**src/rtl/bptc_pkg.sv**
```systemverilog
// types and constants shared by the barometer compensation modules
`timescale 1ns / 1ps

package bptc_pkg;

  localparam int unsigned CoeffW    = 16;
  localparam int unsigned RawW      = 24;
  localparam int unsigned CfgIdxW   = 3;
  localparam int unsigned TempW     = 19;
  localparam int unsigned OffW      = 36;
  localparam int unsigned SensW     = 35;
  localparam int unsigned T2HiW     = 13;
  localparam int unsigned T2LoW     = 17;
  localparam int unsigned OutTempW  = 16;
  localparam int unsigned OutPressW = 32;

  // first-order temperature thresholds in centidegrees
  localparam logic signed [TempW-1:0] TempRef  = TempW'(2000);
  localparam logic signed [TempW-1:0] TempVlow = TempW'(-1500);
  localparam logic signed [TempW-1:0] TempMin  = TempW'(-5000);
  localparam logic signed [TempW-1:0] TempMax  = TempW'(10000);

  typedef enum logic [CfgIdxW-1:0] {
    REG_SENS_COEFF      = 3'd0,
    REG_OFFSET_COEFF    = 3'd1,
    REG_SENS_TEMPCO     = 3'd2,
    REG_OFFSET_TEMPCO   = 3'd3,
    REG_REF_TEMPERATURE = 3'd4,
    REG_TEMP_COEFF      = 3'd5
  } cfg_reg_e;

  typedef enum logic [1:0] {
    CLS_RANGE,
    CLS_HIGH,
    CLS_LOW,
    CLS_VLOW
  } temp_cls_e;

  typedef struct packed {
    logic [CoeffW-1:0] sens_coeff;
    logic [CoeffW-1:0] offset_coeff;
    logic [CoeffW-1:0] sens_tempco;
    logic [CoeffW-1:0] offset_tempco;
    logic [CoeffW-1:0] ref_temperature;
    logic [CoeffW-1:0] temp_coeff;
  } cal_t;

  // first-order result of one sample, handed from front to back
  typedef struct packed {
    logic        [RawW-1:0]  d1;
    logic signed [TempW-1:0] temp;
    logic signed [OffW-1:0]  off;
    logic signed [SensW-1:0] sens;
    logic        [T2HiW-1:0] t2_hi;
    logic        [T2LoW-1:0] t2_lo;
    temp_cls_e               cls;
  } item_t;

endpackage

```
**src/rtl/bptc_queue.sv**
```systemverilog
// small first-in first-out queue between front and back
`timescale 1ns / 1ps

module bptc_queue #(
  parameter int unsigned Depth = 8
) (
  input  logic            clk_i,
  input  logic            rst_ni,
  input  logic            push_i,
  input  bptc_pkg::item_t item_i,
  input  logic            pop_i,
  output logic            valid_o,
  output bptc_pkg::item_t item_o
);

  localparam int unsigned PtrW = $clog2(Depth);
  localparam int unsigned CntW = $clog2(Depth + 1);

  bptc_pkg::item_t mem_q [Depth];
  logic [PtrW-1:0] wr_ptr_q, rd_ptr_q;
  logic [CntW-1:0] count_q;

  assign valid_o = count_q != '0;
  assign item_o  = mem_q[rd_ptr_q];

  // the front holds back input so a push never meets a full queue
  always_ff @(posedge clk_i or negedge rst_ni) begin
    if (!rst_ni) begin
      wr_ptr_q <= '0;
      rd_ptr_q <= '0;
      count_q  <= '0;
    end else begin
      if (push_i) begin
        wr_ptr_q <= (wr_ptr_q == PtrW'(Depth - 1)) ? '0 : wr_ptr_q + 1'b1;
      end
      if (pop_i) begin
        rd_ptr_q <= (rd_ptr_q == PtrW'(Depth - 1)) ? '0 : rd_ptr_q + 1'b1;
      end
      count_q <= count_q + CntW'(push_i) - CntW'(pop_i);
    end
  end

  always_ff @(posedge clk_i) begin
    if (push_i) begin
      mem_q[wr_ptr_q] <= item_i;
    end
  end

endmodule

```
**config.mk**
```make
export PLATFORM = sky130hd
export DESIGN_NAME = bptc_queue
export DESIGN_NICKNAME = d
export VERILOG_FILES = /design/src/rtl/bptc_pkg.sv /design/src/rtl/bptc_queue.sv
export SDC_FILE = /design/constraint.sdc
export NUM_CORES = 1
export LEC_CHECK = 0
export BUFFER_PORTS_ARGS = -buffer_cell sky130_fd_sc_hd__clkbuf_2
export CAP_MARGIN = 30
export CORE_ASPECT_RATIO = 1.5
export CORE_MARGIN = 4
export CORE_UTILIZATION = 27
export CTS_BUF_LIST = sky130_fd_sc_hd__clkbuf_8 sky130_fd_sc_hd__clkbuf_16
export CTS_CLUSTER_SIZE = 24
export DETAILED_ROUTE_END_ITERATION = 7
export PLACE_DENSITY = 0.49
export SYNTH_ARGS = -nofsm -noshare
export SYNTH_HDL_FRONTEND = slang
export SYNTH_SLANG_ARGS = --single-unit
```
**constraint.sdc**
```tcl
create_clock -name clk_i -period 26.1 [get_ports clk_i]
set_input_delay 2.61 -clock clk_i [delete_from_list [all_inputs] [get_ports clk_i]]
set_output_delay 2.61 -clock clk_i [all_outputs]
set_load 0.01 [all_outputs]
```
Word-level counts from Yosys, hierarchy flattened
Memory sizes are Yosys's and may differ from the RTL's.
Index checks and enable logic that the tools add are counted.
{"block": "totals", "register_bits": 10, "mem_bits_rw": 1168, "out_inout_bits": 147, "wordCells": 15, "mem_count": 1}
{"name": "mem_q", "words": 8, "width": 146, "rd": 1, "rd_clocked_by_memory_dff": 0, "write_ports": 1, "line_no": "bptc_queue.sv:19", "source": "bptc_pkg::item_t mem_q [Depth];"}
{"block": "classes", "n_addsub": 4, "n_eq_ne": 2, "muxes": 4, "n_reduce_logical": 1}
{"cell": "3-bit by 1-bit adder with 3-bit output (second input constant)", "n": 2}
{"cell": "3-bit equality test (second input constant)", "n": 2}
{"cell": "3-bit 2-to-1 mux", "n": 2}
{"cell": "4-bit by 1-bit adder with 4-bit output", "n": 1}
{"cell": "4-bit nonzero test", "n": 1}
{"cell": "4-bit by 1-bit subtractor with 4-bit output", "n": 1}
{"cell": "1-bit 2-to-1 mux", "n": 2}

Longest topological paths before layout
Gate-level depths: netlist of the first run.
{"block": "depth", "ltp_word": 2, "mapped_depth": 7}

Least setup slack after synthesis of the first run
OpenSTA, ideal clock, no wires.
{"block": "synth_path", "kind": "input port to flip-flop", "from": "input port push_i", "to": "memory mem_q[0][0] (netlist name), enable pin", "t_arrival_ps": 12550, "required_ps": 25270, "slack_ps": 12720, "path_stages": 2, "path_buffers": 0, "path_cell_list": "nand2b_1 -> nor3_1"}
{"block": "synth_via", "elab_chain_cells": 2}
{"element": "from (decl)", "line_no": "bptc_queue.sv:9", "source": "input logic push_i,"}
{"element": "1-bit 2-to-1 mux", "line_no": "bptc_queue.sv:44", "source": "if (push_i) begin"}
{"element": "1-bit 2-to-1 mux (implied by the code)", "line_no": "bptc_queue.sv:45", "source": "mem_q[wr_ptr_q] <= item_i;"}
{"element": "to (decl)", "line_no": "bptc_queue.sv:19"}
No other way between the ends.

==> metrics.yaml, run 1 <==
status: "finished clean"
numCtsBuffers: 115
hold_slack_ps: 564
die_y_um: 508
setup_viol: 0
min_to: "wr_ptr_q[2]"
p_per_area_nw_per_um2: 110
cts_setup_buffers: 0
cts_max_level: 3
finalHoldViolCount: 0
clock_latency_ps: 740
grt_max_degree: 124
drt_pass1_iterations: 6
rr_worst_depth: 4
max_slew_margin_pct: 28.2
die_x_um: 341
slowest_delay_ps: 980
hold_buffers: 0
rows: 183
antenna_found_initial: 25
synth_area_per_cell_um2: 21.9
ctsResizeCount: 0
ys_types: 23
cts.sinks: 1178
r2r-end: "mem_q[2][21]"
yosysSeqAreaShare_pct: 78.5
grt_pass1_wl_um: 155000
grt_overflow: 0
critical_path_buf_inv_count: 4
cp_top_family: "buffers and inverters"
route.detailed.drc: 0
nNetsFinal: 2578
clk_pin_slew_ps: 60
period_minus_slack_ps: 7480
crit_required_ps: 23490
worst_pin_slew_ps: 1080
hp-class: "flop to flop"
cpMostUsedCell: "buf_4"
drive_gt1_share_pct: 28.0
grt_setup_unrepaired: "false"
crit_path_end_kind: "output pin"
power_leakage_nw: 18.0
synthesis.nets: 2212
portBuffers: 296
dr.first_iter.drc_count: 1174
routed_wl_um: 107000
irDropWorstVdd_uv: 84.2
crit_type: "flop to output pin"
place.gp.congestion: 0.672
cp.arrival_ps: 4870
maxCapViolCount: 0
tns_ps: 0
holdCritStartpoint: "wr_ptr_q[2]"
cp_max_fo: 45
antenna_left: 0
path_cells: "buf_4 -> buf_4 -> buf_4 -> mux4_1 -> nand2_1 -> nand2_1 -> clkbuf_2"
dpl.hpwl_um: 59600
r2r_slack_ps: 22560
syn2layout_area_growth_pct: 17.9
grt_usage_pct: 12.3
coreArea_um2: 166000
cts_tree: "done"
initial_core_util_pct: 27.2
num_vias: 20837
clockBufferDepth: 3
syn-cell-area_um2: 45000
fin_skew_ps: 22.4
finalMaxSlewViolations: 0
r2r_start: "wr_ptr_q[2]"
nFillCells: 15932
holdPathStages: 1
yosysWarnings: 0
netlist_instances: 2052
fin_crit_sh_pct: 28.6
wl_per_cell_um: 22.6
cts_root_buf: "clkbuf_16"
pin_count: 297
critPathSlowestCell: "dfrtp_4"
first_global_vias: 22455
vias_per_cell: 4.39
ys_seq_elements: 1178
max_freq_mhz: 134
die_area_um2: 173000
crit_path_start_kind: "flop"
state kept, by name (all words and copies together), names as in the netlist:
signal / flops
count_q: 4
mem_q: 1168
rd_ptr_q: 3
wr_ptr_q: 3
placed cells by master (no fill, tap or decap):
| cell | n |
|---|---|
| nand3_1 | 1 |
| clkinv_16 | 1 |
| buf_16 | 7 |
| xor2_1 | 2 |
| inv_1 | 25 |
| diode_2 | 18 |
| clkinv_8 | 3 |
| a21o_1 | 1 |
| bufinv_16 | 15 |
| clkinv_1 | 18 |
| dfrtp_4 | 3 |
| clkinv_2 | 21 |
| edfxtp_1 | 1168 |
| nand2_1 | 441 |
| fa_1 | 1 |
| clkinv_4 | 1 |
| buf_4 | 42 |
| clkinvlp_4 | 5 |
| nor2_4 | 6 |
| nand3b_1 | 2 |
| ha_1 | 9 |
| mux4_1 | 122 |
| dfrtp_1 | 7 |
| inv_6 | 5 |
| clkbuf_16 | 116 |
| inv_16 | 2 |
| mux2_2 | 4 |
| buf_12 | 2 |
| nand2b_1 | 2 |
| nor3_2 | 2 |
| nor2_1 | 2 |
| mux4_2 | 170 |
| a21oi_1 | 1 |
| clkbuf_2 | 296 |
| o21ai_0 | 2 |
| inv_8 | 1 |
synth_stat cells:
library cell	n	area (um^2)
edfxtp_1	1168	35100
nand2_1	441	1660
mux4_2	170	3830
mux4_1	122	3210
buf_2	56	280
buf_6	27	304
clkbuf_1	10	37.5
dfrtp_1	10	250
ha_1	9	113
inv_1	8	30.0
nor2_1	8	30.0
mux2_2	4	45.0
buf_8	3	45.0
buf_4	2	15.0
nand2b_1	2	12.5
nand3b_1	2	15.0
nor3_1	2	10.0
o21ai_0	2	10.0
xor2_1	2	17.5
a21o_1	1	7.51
a21oi_1	1	5.00
fa_1	1	20.0
nand3_1	1	5.00
cell type report:
cell class / instances / area [um^2] / area share, %
repair buffers: 347 / 2030 / 3.82
clock buffers: 116 / 2900 / 5.47
well taps: 2220 / 2780 / 5.23
flip-flops and latches: 1178 / 35300 / 66.6
multi-input cells: 768 / 9030 / 17.0
clock inverters: 89 / 902 / 1.70
diodes: 18 / 45.0 / 0.0849
inverters: 8 / 35.0 / 0.0660
how the worst max path moves through the flow:
| stage | from | endpoint | slack [ps] | cells past startpoint |
|---|---|---|---|---|
| after floorplan | push_i | mem_q[0][0] | 12720 | 2 |
| after global placement | rd_ptr_q[0] | item_o[99] | 18800 | 7 |
| after detailed placement | rd_ptr_q[0] | item_o[99] | 19140 | 7 |
| after CTS | rd_ptr_q[0] | item_o[99] | 18300 | 7 |
| after global routing | rd_ptr_q[0] | item_o[19] | 18120 | 7 |
| final | rd_ptr_q[0] | item_o[31] | 18620 | 7 |
layer usage:
metal | GRT usage [%] | vias up | part of all wire (%)
met5 | 0 | - | 0.13
met4 | 3.64 | 22 | 1.9
met3 | 4.15 | 147 | 8.1
met2 | 20.6 | 502 | 49
met1 | 15.0 | 11007 | 41
li1 | - | 9159 | -
power by group:
part	total, mW	switching (mW)	internal (mW)
Sequential	2.46	0.0941	2.37
Clock	1.66	0.705	0.957
Combinational	1.70	1.01	0.698
cells by family (layout without fill, tap and decap cells):
group | Yosys count | in the layout | share of synthesized area [%]
compound gates | 4 | 4 | 0.0500
buf+inv | 106 | 560 | 1.58
other cells | 0 | 18 | 0
mux | 296 | 296 | 15.7
simple gates | 456 | 456 | 3.84
fa+ha+maj | 10 | 10 | 0.295
flops | 1178 | 1178 | 78.5
xor+xnor | 2 | 2 | 0.0389
through the flow:
step                      cell area (um^2)  power (mW)  util [%]  instances  worst slack, ps
after floorplan                      45000        3.66         -       2052            12720
after global placement               49000        4.22      29.6       4513            18800
after detailed placement             49200        4.27      29.7       4519            19140
after CTS                            53000        5.95      31.9       4724            18300
after global routing                 53000        6.16      32.0       4727            18120
final                                53100        5.83      32.0       4744            18620
(Power assumes the default switching activity.)
==> inputs of run 2 (changes only) <==
==> constraint.sdc (replaced) <==
create_clock -name clk_i -period 6.9 [get_ports clk_i]
set_input_delay 0.69 -clock clk_i [delete_from_list [all_inputs] [get_ports clk_i]]
set_output_delay 0.69 -clock clk_i [all_outputs]
set_load 0.01 [all_outputs]
==> run 2 against run 1 <==
Effect of this change: clock-buffer cell count is 1 lower; clock power grew to 3.8 times the previous value; combinational power grew to 3.8 times the previous value; largest power group unchanged; power grew to 3.8 times the previous value; via count is 0.26% higher; non-clock buffer count is 15 lower; final area is 0.32% lower; critical path type unchanged; register-to-register slack worse by 19000 ps; core utilization is 0.10 points lower.
==> metrics.yaml, run 2 (synthesis gave the netlist of run 1 again) <==
hp-class: "input port to flop"
cp.arrival_ps: 3400
largest-register: "mem_q"
crit_path_start_kind: "flop"
slowest_delay_ps: 940
coreArea_um2: 166000
irDropWorstVdd_uv: 259
clk_pin_slew_ps: 60
syn2layout_area_growth_pct: 17.5
crit_required_ps: 6210
worst_pin_slew_ps: 1230
grt_pass1_wl_um: 155000
fin_crit_sh_pct: 59.2
grt_usage_pct: 12.2
die_y_um: 508
fin_skew_ps: 14.6
first_global_vias: 22576
num_vias: 20891
cp_top_family: "flip-flops"
p_per_area_nw_per_um2: 415
final_area_um2: 52900
vias_per_cell: 4.43
cts_max_level: 3
largest_register_ffs: 1168
maxCapViolCount: 0
critical_path_buf_inv_count: 2
layout_commonest_cell: "edfxtp_1"
multiInputGateArea_um2: 9050
cp_max_fo: 88
cts_setup_buffers: 0
finalMaxSlewViolations: 0
cts_tree: "done"
finalHoldViolCount: 0
grt_overflow: 0
crit_path_end_kind: "output pin"
cts_root_buf: "clkbuf_16"
max_slew_margin_pct: 17.7
crit_type: "flop to output pin"
initial_core_util_pct: 27.2
path_cells: "buf_12 -> mux4_1 -> nand2_1 -> nand2_1 -> clkbuf_2"
nFillCells: 15959
wl_per_cell_um: 22.5
die_x_um: 341
grt_max_degree: 133
setup_viol: 0
largestRegisters: "mem_q: 1168 flops, count_q: 4 flops"
power_leakage_nw: 17.9
pin_count: 297
seqCellArea_um2: 35300
antenna_left: 0
portBuffers: 296
place.gp.congestion: 0.669
status: "finished clean"
critPathSlowestCell: "dfrtp_4"
drive_gt1_share_pct: 27.3
clock_latency_ps: 730
grt_setup_unrepaired: "false"
dr.first_iter.drc_count: 1221
max_freq_mhz: 245
power_mw: 22.0
routed_wl_um: 106000
clockBufferDepth: 3
rows: 183
cts.sinks: 1178
dpl.hpwl_um: 56700
numCtsBuffers: 113
layout_common_cells: "edfxtp_1, nand2_1, clkbuf_2"
nNetsFinal: 2561
antenna_found_initial: 23
die_area_um2: 173000
dpl_cell_area_um2: 49100
drt_pass1_iterations: 5
route.detailed.drc: 0
period_minus_slack_ps: 4090
cpMostUsedCell: "nand2_1"
## run 2: timing repair
item | in CTS | in global routing
hold buffers | 1 | 0
endpoints found under the hold margin | 10 | 0
gates resized for setup | 0 | 0
endpoints found under the setup margin | 0 | 0
## run 2: final cells by class
cell class	count	area share, %
diodes	6	0.0284
clock buffers	115	5.44
clock inverters	94	1.67
inverters	8	0.0662
multi-input cells	768	17.1
flip-flops and latches	1178	66.8
well taps	2220	5.25
repair buffers	332	3.62
## run 2: path summary, 6_finish.rpt
check / start / endpoint / slack, ps / cells after the start
worst min-delay path: item_i[23] / mem_q[1][23] / 240 / 1
worst min register to register: wr_ptr_q[2] / wr_ptr_q[2] / 610 / 1
max in group asynchronous: rst_ni / rd_ptr_q[0] / 6240 / 2
worst max register to register: wr_ptr_q[2] / mem_q[1][98] / 4050 / 4
min in group asynchronous: rst_ni / count_q[3] / 420 / 2
worst max-delay path: rd_ptr_q[0] / item_o[104] / 2810 / 5
## run 2: metal layers
layer	wire length (um)	up-vias	track usage, %
met2	52600	504	20.8
met1	43700	11089	15.0
li1	-	9108	-
met4	2250	32	3.65
met5	207	-	0
met3	7710	158	3.54
## run 2: worst register-to-register path, cell delays in order, from the launching register on
cell and delay [ps]:
dfrtp_1 420, nand2b_1 330, nor2_4 220, buf_4 580
buf_4 840
## run 2: stage by stage
step	setup slack (ps)	hold slack [ps]	TNS, ps	std cells	util [%]
floorplan	-638	394	-575070	2052	-
global placement	3470	542	0	4505	29.6
detailed placement	3460	572	0	4505	29.6
CTS	2610	124	0	4715	31.9
global route	2550	182	0	4716	31.9
finish	2810	237	0	4721	31.9
## run 2: power by group
group,switching (mW),internal (mW)
registers,0.351,8.95
clock network,2.66,3.59
logic,3.79,2.62
