File: config.mk
export PLATFORM = sky130hd
export DESIGN_NAME = bptc_back
export DESIGN_NICKNAME = d
export VERILOG_FILES = /design/src/rtl/bptc_pkg.sv /design/src/rtl/bptc_back.sv
export SDC_FILE = /design/constraint.sdc
export NUM_CORES = 2
export LEC_CHECK = 0
export BUFFER_PORTS_ARGS = -buffer_cell sky130_fd_sc_hd__buf_2
export CORE_AREA = 3 3 472 474
export DETAILED_ROUTE_END_ITERATION = 10
export DIE_AREA = 0 0 475 477
export PLACE_DENSITY = 0.5
export SYNTH_ARGS = -nofsm -noshare
export SYNTH_HDL_FRONTEND = slang
export SYNTH_SLANG_ARGS = --single-unit
File: constraint.sdc
create_clock -name clk_i -period 53.5 [get_ports clk_i]
set_clock_uncertainty 0.05 [all_clocks]
set_input_delay 8.025 -clock clk_i [delete_from_list [all_inputs] [get_ports clk_i]]
set_output_delay 8.025 -clock clk_i [all_outputs]
set_load 0.02 [all_outputs]
File: src/rtl/bptc_pkg.sv
// types and constants shared by the barometer compensation modules
`timescale 1ns / 1ps

package bptc_pkg;

  localparam int unsigned CoeffW    = 16;
  localparam int unsigned RawW      = 24;
  localparam int unsigned CfgIdxW   = 3;
  localparam int unsigned TempW     = 19;
  localparam int unsigned OffW      = 36;
  localparam int unsigned SensW     = 35;
  localparam int unsigned T2HiW     = 13;
  localparam int unsigned T2LoW     = 17;
  localparam int unsigned OutTempW  = 16;
  localparam int unsigned OutPressW = 32;

  // first-order temperature thresholds in centidegrees
  localparam logic signed [TempW-1:0] TempRef  = TempW'(2000);
  localparam logic signed [TempW-1:0] TempVlow = TempW'(-1500);
  localparam logic signed [TempW-1:0] TempMin  = TempW'(-5000);
  localparam logic signed [TempW-1:0] TempMax  = TempW'(10000);

  typedef enum logic [CfgIdxW-1:0] {
    REG_SENS_COEFF      = 3'd0,
    REG_OFFSET_COEFF    = 3'd1,
    REG_SENS_TEMPCO     = 3'd2,
    REG_OFFSET_TEMPCO   = 3'd3,
    REG_REF_TEMPERATURE = 3'd4,
    REG_TEMP_COEFF      = 3'd5
  } cfg_reg_e;

  typedef enum logic [1:0] {
    CLS_RANGE,
    CLS_HIGH,
    CLS_LOW,
    CLS_VLOW
  } temp_cls_e;

  typedef struct packed {
    logic [CoeffW-1:0] sens_coeff;
    logic [CoeffW-1:0] offset_coeff;
    logic [CoeffW-1:0] sens_tempco;
    logic [CoeffW-1:0] offset_tempco;
    logic [CoeffW-1:0] ref_temperature;
    logic [CoeffW-1:0] temp_coeff;
  } cal_t;

  // first-order result of one sample, handed from front to back
  typedef struct packed {
    logic        [RawW-1:0]  d1;
    logic signed [TempW-1:0] temp;
    logic signed [OffW-1:0]  off;
    logic signed [SensW-1:0] sens;
    logic        [T2HiW-1:0] t2_hi;
    logic        [T2LoW-1:0] t2_lo;
    temp_cls_e               cls;
  } item_t;

endpackage

File: src/rtl/bptc_back.sv
// back end: second-order corrections, pressure product and output register
`timescale 1ns / 1ps

module bptc_back (
  input  logic                                clk_i,
  input  logic                                rst_ni,
  input  logic                                head_valid_i,
  input  bptc_pkg::item_t                     head_i,
  output logic                                pop_o,
  output logic                                out_valid_o,
  input  logic                                out_ready_i,
  output logic signed [bptc_pkg::OutTempW-1:0]  temp_centideg_o,
  output logic signed [bptc_pkg::OutPressW-1:0] press_centimbar_o,
  output logic                                valid_res_o
);

  localparam int unsigned TW    = bptc_pkg::TempW;
  localparam int unsigned OW    = bptc_pkg::OffW;
  localparam int unsigned SW    = bptc_pkg::SensW;
  localparam int unsigned RW    = bptc_pkg::RawW;
  localparam int unsigned OTW   = bptc_pkg::OutTempW;
  localparam int unsigned TcW   = TW + 1;
  localparam int unsigned DW    = 14;
  localparam int unsigned EW    = 13;
  localparam int unsigned DsqW  = 26;
  localparam int unsigned EsqW  = 24;
  localparam int unsigned Off2W = 29;
  localparam int unsigned Sen2W = 28;
  localparam int unsigned LoW   = 18;
  localparam int unsigned HiW   = SW - LoW;
  localparam int unsigned PloW  = RW + LoW;
  localparam int unsigned PhiW  = RW + 1 + HiW;
  localparam int unsigned ProdW = PhiW + LoW;
  localparam int unsigned ShW   = ProdW - 21;
  localparam int unsigned DfW   = ShW + 1;

  localparam logic signed [TcW-1:0] TcHi = TcW'(20000);
  localparam logic signed [TcW-1:0] TcLo = TcW'(-20000);
  localparam logic signed [TW-1:0]  VlowOfs = TW'(1500);

  logic adv;

  // stage 1
  logic signed [TW-1:0]    d_full, e_full;
  logic signed [2*DW-1:0]  dsq_full;
  logic signed [2*EW-1:0]  esq_full;
  logic [bptc_pkg::T2LoW-1:0] t2;
  logic signed [TcW-1:0]   tcw;
  logic signed [OTW-1:0]   tc_d;
  logic                    v1_q;
  logic [RW-1:0]           d1_1_q;
  logic signed [OW-1:0]    off_1_q;
  logic signed [SW-1:0]    sens_1_q;
  bptc_pkg::temp_cls_e     cls_1_q;
  logic signed [OTW-1:0]   tc_1_q;
  logic [DsqW-1:0]         dsq_1_q;
  logic [EsqW-1:0]         esq_1_q;

  // stage 2
  logic [31:0]             m61;
  logic [30:0]             m29;
  logic [Off2W-1:0]        m17;
  logic [Sen2W-1:0]        m9;
  logic [Off2W-1:0]        off2_d;
  logic [Sen2W-1:0]        sens2_d;
  logic                    v2_q;
  logic [RW-1:0]           d1_2_q;
  logic signed [OW-1:0]    off_2_q;
  logic signed [SW-1:0]    sens_2_q;
  bptc_pkg::temp_cls_e     cls_2_q;
  logic signed [OTW-1:0]   tc_2_q;
  logic [Off2W-1:0]        off2_2_q;
  logic [Sen2W-1:0]        sens2_2_q;

  // stage 3
  logic                    v3_q;
  logic [RW-1:0]           d1_3_q;
  logic signed [OW-1:0]    offc_3_q;
  logic signed [SW-1:0]    sensc_3_q;
  bptc_pkg::temp_cls_e     cls_3_q;
  logic signed [OTW-1:0]   tc_3_q;

  // stage 4
  logic [PloW-1:0]         plo_d;
  logic signed [PhiW-1:0]  phi_d;
  logic                    v4_q;
  logic [PloW-1:0]         plo_4_q;
  logic signed [PhiW-1:0]  phi_4_q;
  logic signed [OW-1:0]    offc_4_q;
  bptc_pkg::temp_cls_e     cls_4_q;
  logic signed [OTW-1:0]   tc_4_q;

  // stage 5
  logic                    v5_q;
  logic signed [ProdW-1:0] prod_5_q;
  logic signed [OW-1:0]    offc_5_q;
  bptc_pkg::temp_cls_e     cls_5_q;
  logic signed [OTW-1:0]   tc_5_q;

  // output register
  logic signed [DfW-1:0]   diff;
  logic                    out_valid_q;
  logic signed [OTW-1:0]   temp_q;
  logic signed [bptc_pkg::OutPressW-1:0] press_q;
  logic                    vres_q;

  // the whole back pipeline moves when the output register can take a value
  assign adv   = !out_valid_q || out_ready_i;
  assign pop_o = adv && head_valid_i;

  // stage 1: squared distances and corrected temperature
  always_comb begin
    d_full   = head_i.temp - bptc_pkg::TempRef;
    e_full   = head_i.temp + VlowOfs;
    dsq_full = $signed(d_full[DW-1:0]) * $signed(d_full[DW-1:0]);
    esq_full = $signed(e_full[EW-1:0]) * $signed(e_full[EW-1:0]);
    t2       = (head_i.cls == bptc_pkg::CLS_HIGH) ? {4'h0, head_i.t2_hi} : head_i.t2_lo;
    tcw      = TcW'(head_i.temp) - $signed({3'b000, t2});
    if (tcw < TcLo) begin
      tc_d = OTW'(TcLo);
    end else if (tcw > TcHi) begin
      tc_d = OTW'(TcHi);
    end else begin
      tc_d = tcw[OTW-1:0];
    end
  end

  // stage 2: OFF2 and SENS2 by class
  always_comb begin
    m61 = {6'b000000, dsq_1_q} * 32'd61;
    m29 = {5'b00000, dsq_1_q} * 31'd29;
    m17 = {5'b00000, esq_1_q} * 29'd17;
    m9  = {4'h0, esq_1_q} * 28'd9;
    case (cls_1_q)
      bptc_pkg::CLS_LOW: begin
        off2_d  = Off2W'(m61[31:4]);
        sens2_d = Sen2W'(m29[30:4]);
      end
      bptc_pkg::CLS_VLOW: begin
        off2_d  = Off2W'(m61[31:4]) + m17;
        sens2_d = Sen2W'(m29[30:4]) + m9;
      end
      default: begin
        off2_d  = '0;
        sens2_d = '0;
      end
    endcase
  end

  // stage 4: D1 * SENS split into two partial products
  assign plo_d = PloW'(d1_3_q) * PloW'(sensc_3_q[LoW-1:0]);
  assign phi_d = $signed({1'b0, d1_3_q}) * $signed(sensc_3_q[SW-1:LoW]);

  // output: ((D1 * SENS) >> 21 - OFF) >> 15, always within 25 bits
  assign diff = DfW'($signed(prod_5_q[ProdW-1:21])) - DfW'(offc_5_q);

  always_ff @(posedge clk_i or negedge rst_ni) begin
    if (!rst_ni) begin
      v1_q        <= 1'b0;
      v2_q        <= 1'b0;
      v3_q        <= 1'b0;
      v4_q        <= 1'b0;
      v5_q        <= 1'b0;
      out_valid_q <= 1'b0;
    end else if (adv) begin
      v1_q        <= head_valid_i;
      v2_q        <= v1_q;
      v3_q        <= v2_q;
      v4_q        <= v3_q;
      v5_q        <= v4_q;
      out_valid_q <= v5_q;
    end
  end

  always_ff @(posedge clk_i) begin
    if (adv) begin
      d1_1_q    <= head_i.d1;
      off_1_q   <= head_i.off;
      sens_1_q  <= head_i.sens;
      cls_1_q   <= head_i.cls;
      tc_1_q    <= tc_d;
      dsq_1_q   <= dsq_full[DsqW-1:0];
      esq_1_q   <= esq_full[EsqW-1:0];

      d1_2_q    <= d1_1_q;
      off_2_q   <= off_1_q;
      sens_2_q  <= sens_1_q;
      cls_2_q   <= cls_1_q;
      tc_2_q    <= tc_1_q;
      off2_2_q  <= off2_d;
      sens2_2_q <= sens2_d;

      d1_3_q    <= d1_2_q;
      offc_3_q  <= off_2_q - $signed({7'h00, off2_2_q});
      sensc_3_q <= sens_2_q - $signed({7'h00, sens2_2_q});
      cls_3_q   <= cls_2_q;
      tc_3_q    <= tc_2_q;

      plo_4_q   <= plo_d;
      phi_4_q   <= phi_d;
      offc_4_q  <= offc_3_q;
      cls_4_q   <= cls_3_q;
      tc_4_q    <= tc_3_q;

      prod_5_q  <= $signed({phi_4_q, {LoW{1'b0}}}) + $signed({{LoW{1'b0}}, plo_4_q});
      offc_5_q  <= offc_4_q;
      cls_5_q   <= cls_4_q;
      tc_5_q    <= tc_4_q;

      if (cls_5_q == bptc_pkg::CLS_RANGE) begin
        temp_q  <= '0;
        press_q <= '0;
        vres_q  <= 1'b0;
      end else begin
        temp_q  <= tc_5_q;
        press_q <= bptc_pkg::OutPressW'($signed(diff[DfW-1:15]));
        vres_q  <= 1'b1;
      end
    end
  end

  assign out_valid_o       = out_valid_q;
  assign temp_centideg_o   = temp_q;
  assign press_centimbar_o = press_q;
  assign valid_res_o       = vres_q;

endmodule

# == Yosys cells after proc, flatten, opt, wreduce, memory -nomap -nowiden ==
# Cells that the tools add are included.
# Widths: inputs -> output; s select.
# word_totals
elab_cells,70
inputBits,150
reg_bits,746
out_inout_bits,51
# classes
n_mux,5
n_mul,8
magnitude_cmp,2
n_eq_ne,3
reduce_logical,5
add_sub_neg,9
# ops
cell,n
$add 60x43->60,1
$pmux 29 s2,1
$pmux 28 s2,1
$mul 24x18->42,1
$mul 25x17->42,1
$sub 39x36->40,1
$sub 36x30->36,1
$sub 35x29->35,1
$mul 26x6->32 const B,1
$mul 26x5->31 const B,1
$add 28x29->29,1
$mul 24x5->29 const B,1
$add 27x28->28,1
$mul 24x4->28 const B,1
$mul 14x14->26,1
$mul 13x13->24,1
$gt 20x16->1 const B,1
$lt 20x16->1 const B,1
$sub 19x18->20,1
$mux 17,1
$mux 16,1
$sub 14x12->14 const B,1
$add 13x12->13 const B,1
$eq 2x2->1 const B,2
7 further kinds,7

# == Depth between registers and ports, before layout ==
# depth
depth_word,5
depth_mapped,33
depth_no_buf,33

# == Worst setup path before layout ==
# No wires, ideal clock.
# synth_timing
path_type,input to output
startpoint,input port out_ready_i
endpoint,output port pop_o
slack_ns,16.623
required_time_ns,45.425
path_buffers,1
stages,3
arrival_ns,28.802
cell_sequence,nand2b_1 > clkbuf_1 > and2_1
# synth_between
elab_chain_len,2
# synth_rtl
element,line_no,source
from (decl),bptc_back.sv:11,"input logic out_ready_i,"
$logic_or 1x1->1,bptc_back.sv:108,assign adv = !out_valid_q || out_ready_i;
$logic_and 1x1->1,bptc_back.sv:109,assign pop_o = adv && head_valid_i;
to (decl),bptc_back.sv:9,"output logic pop_o,"
# No other way between the ends.

# == Final worst setup path ==
# Same ends and word-level chain as after synthesis.

==> impl_metrics.csv <==
group,metric,value,unit
timing,period_minus_slack,17210,ps
clock_tree,cts_buffer_depth,3,
clock_tree,post_cts_resize_count,0,
cells_and_area,nNetsFinal,9437,
cells_and_area,sequential_cell_area,21100,um^2
synth,synth_ff_type,"sky130_fd_sc_hd__edfxtp_1",
synth,syn_inst,7255,
setup_path,timing.critical_path.max_delay_family,"simple AND/OR/NAND/NOR gates",
detailed_routing,drt_iter0_markers,2111,
floorplanning,core_area,219000,um^2
grt,gr-total-overflow,0,
synth,yosysWarningCount,0,
timing,grt_setup_unrepaired,"no",
detailed_routing,viasPerCell,4.79,
synth,yosys-top-cells-count,"sky130_fd_sc_hd__inv_1, sky130_fd_sc_hd__fa_1, sky130_fd_sc_hd__ha_1",
clock_tree,htreeDepth,3,
synth,synth.yosys.seq_area_share,0.276,
clock_tree,cts_root_buffer,"sky130_fd_sc_hd__clkbuf_16",
synth,post-synth-top-count-cell,"sky130_fd_sc_hd__inv_1",
detailed_routing,postRouteWirelength,190000,um
timing,setup_ws,36290,ps
floorplanning,die_width,475,um
setup_path,start_kind,"input pin",
timing,finalSetupTns,0,ps
detailed_routing,average_wire_per_cell_in_the_routed_design,18.3,um
cells_and_area,finalInstanceArea,83900,um^2
cells_and_area,fill_cells,21500,
placed_design,place.port_buffers,200,
clock_tree,holdBufCountCts,0,
job,timing.max_cap.violations,0,
synth,yosysUniqueCellTypes,101,
timing,hold_viol,0,
timing,slew_headroom,0.208,
floorplanning,num_io_pins,201,
clock_tree,clkSlewWorstSetupHoldPaths,60,ps
timing,max_slew.worst_pin.slew,1180,ps
timing,fmax,0.0581,GHz
floorplanning,floorplan.initialDensity,0.349,
placed_design,detailedPlacementHpwl,146000,um
setup_path,critical_path.slowest_cell,"sky130_fd_sc_hd__nand2b_4",
grt,grt_max_degree,83,
grt,wire_length_of_the_first_global_routing_pass,303000,um
placed_design,post_dp_cell_area,80900,um^2
setup_path,setup.worst_path.class,"input pin to output port",
clock_tree,cts_setup_buffers,0,
setup_path,r2r_cells,31,
status,outcome,"completed",
setup_path,critical_path.most_common_cell,"sky130_fd_sc_hd__buf_2",
placed_design,gp_routability_congestion,0.850,
timing,whs,336,ps
setup_path,slack_of_the_worst_reg_to_reg_path,44520,ps
hold_path,hold_path_startpoint,"offc_3_q[11]",
floorplanning,rows,172,
detailed_routing,detailroute.via_count,49600,
synth,syn_area_per_cell,10.5,um^2
timing,layout_worst_path_cycle_share,0.322,
synth,postSynthRegisterBits,703,
synth,synthTopCellsByArea,"sky130_fd_sc_hd__fa_1, sky130_fd_sc_hd__edfxtp_1, sky130_fd_sc_hd__ha_1",
setup_path,cp_num_buf_inv,2,
grt,grt_pass1_vias,54300,
synth,synthDominantAreaCellType,"sky130_fd_sc_hd__fa_1",
hold_path,timing.hold.worst_path_depth,0,
clock_tree,clock_latency_on_the_worst_skew_pair,730,ps
setup_path,critical_path.max_fanout,61,
clock_tree,clkSinkCount,703,
floorplanning,die_area,227000,um^2
timing,slew_violations,0,
clock_tree,tritoncts_clock_tree,"built",
hold_path,min_path_type,"register to register",
floorplanning,die-height,477,um
grt,global_route.usage.total,0.172,
setup_path,critical-path-max-stage-delay,490,ps
synth,synthArstFlopShare,0.00853,
setup_path,critical_path.cell_chain,"buf_2, nand2b_4, and2_1, buf_2",
synth,synthDominantCellAreaShare,0.291,
synth,synth_area,76500,um^2
setup_path,required_time_worst_endpoint,45420,ps
setup_path,worst-endpoint-arrival,9130,ps
synth,synth-edff-count,697,
clock_tree,cts_made_buffers,85,
setup_path,setup.worst_path.end_class,"output port",
cells_and_area,footprint_of_the_multi_input_gates,49000,um^2
cells_and_area,drive_gt1_frac,0.0624,
hold_path,timing.hold.worst_endpoint,"offc_4_q[11]",
detailed_routing,drtAntennaViolNets,0,
detailed_routing,route.detailed.drc,0,
grt,antenna_found_initial,10,
timing,setup_violations,0,
setup_path,worstReg2RegStart,"dsq_1_q[2]",
setup_path,endpoint_of_the_worst_register_to_register_path,"off2_2_q[27]",
cells_and_area,layout-area-overhead-vs-synth,9.64,%
detailed_routing,detailedRoute.firstPassIterationCount,6,
placed_design,dpl_worst_slack,36240,ps
## placed cells by master, fill, tap and decap left out, types with 200 or more instances in the layout
cell / instances
sky130_fd_sc_hd__ha_1: 762
sky130_fd_sc_hd__edfxtp_1: 697
sky130_fd_sc_hd__and2_1: 337
sky130_fd_sc_hd__a21oi_1: 242
sky130_fd_sc_hd__nor2_1: 346
sky130_fd_sc_hd__inv_1: 1491
sky130_fd_sc_hd__fa_1: 1113
sky130_fd_sc_hd__nand2_1: 737
sky130_fd_sc_hd__buf_2: 200
sky130_fd_sc_hd__xnor2_1: 251
## worst max-delay path by stage
stage	startpoint	end	slack (ps)	cells after the start
floorplan	out_ready_i	pop_o	16620	3
finish	out_ready_i	pop_o	36290	4
global placement	out_ready_i	pop_o	36230	4
CTS	out_ready_i	pop_o	36240	4
detailed placement	out_ready_i	pop_o	36240	4
global route	out_ready_i	pop_o	36180	4
## registers in the layout (all words and copies together) (netlist names), 28 cells and up
signal	count
off2_2_q	29
offc_5_q	36
sens2_2_q	28
off_2_q	36
sens_1_q	35
prod_5_q	39
off_1_q	36
sens_2_q	35
offc_3_q	36
offc_4_q	36
sensc_3_q	35
phi_4_q	42
## kinds of logic after synthesis
family                     share of synthesized area
adders and majority gates                      0.416
other                                      0.0000982
DFF                                            0.276
buffers and inverters                         0.0847
xor gates and xnor gates                      0.0403
muxes                                        0.00469
AOI/OAI and AO/OA                             0.0682
and+or+nand+nor                                0.110
## through the flow
stage,std cells,util
6_report,10400,0.382
5_1_grt,10400,0.382
4_1_cts,10400,0.382
3_5_place_dp,10200,0.369
3_3_place_gp,10200,0.369
2_1_floorplan,7259,-
## layout make-up
class	instances	share of cell area
Tap cell	2871	0.0428
Clock buffer	94	0.0258
Inverter	1500	0.0671
Timing Repair Buffer	283	0.0194
Clock inverter	62	0.00967
Antenna cell	4	0.000119
Sequential cell	703	0.251
Multi-Input combinational cell	4839	0.584
## routing by layer
layer  vias up  GRT usage  wire [um]
li1      23400          -          -
met1     25100      0.209      78000
met5         -          0         21
met2       799      0.313      98900
met3       248     0.0198       6330
met4         4     0.0563       6230
Power is left out: the tool's default activity adds up to more than one toggle a clock period on the data nets, which glitch-free logic cannot reach.
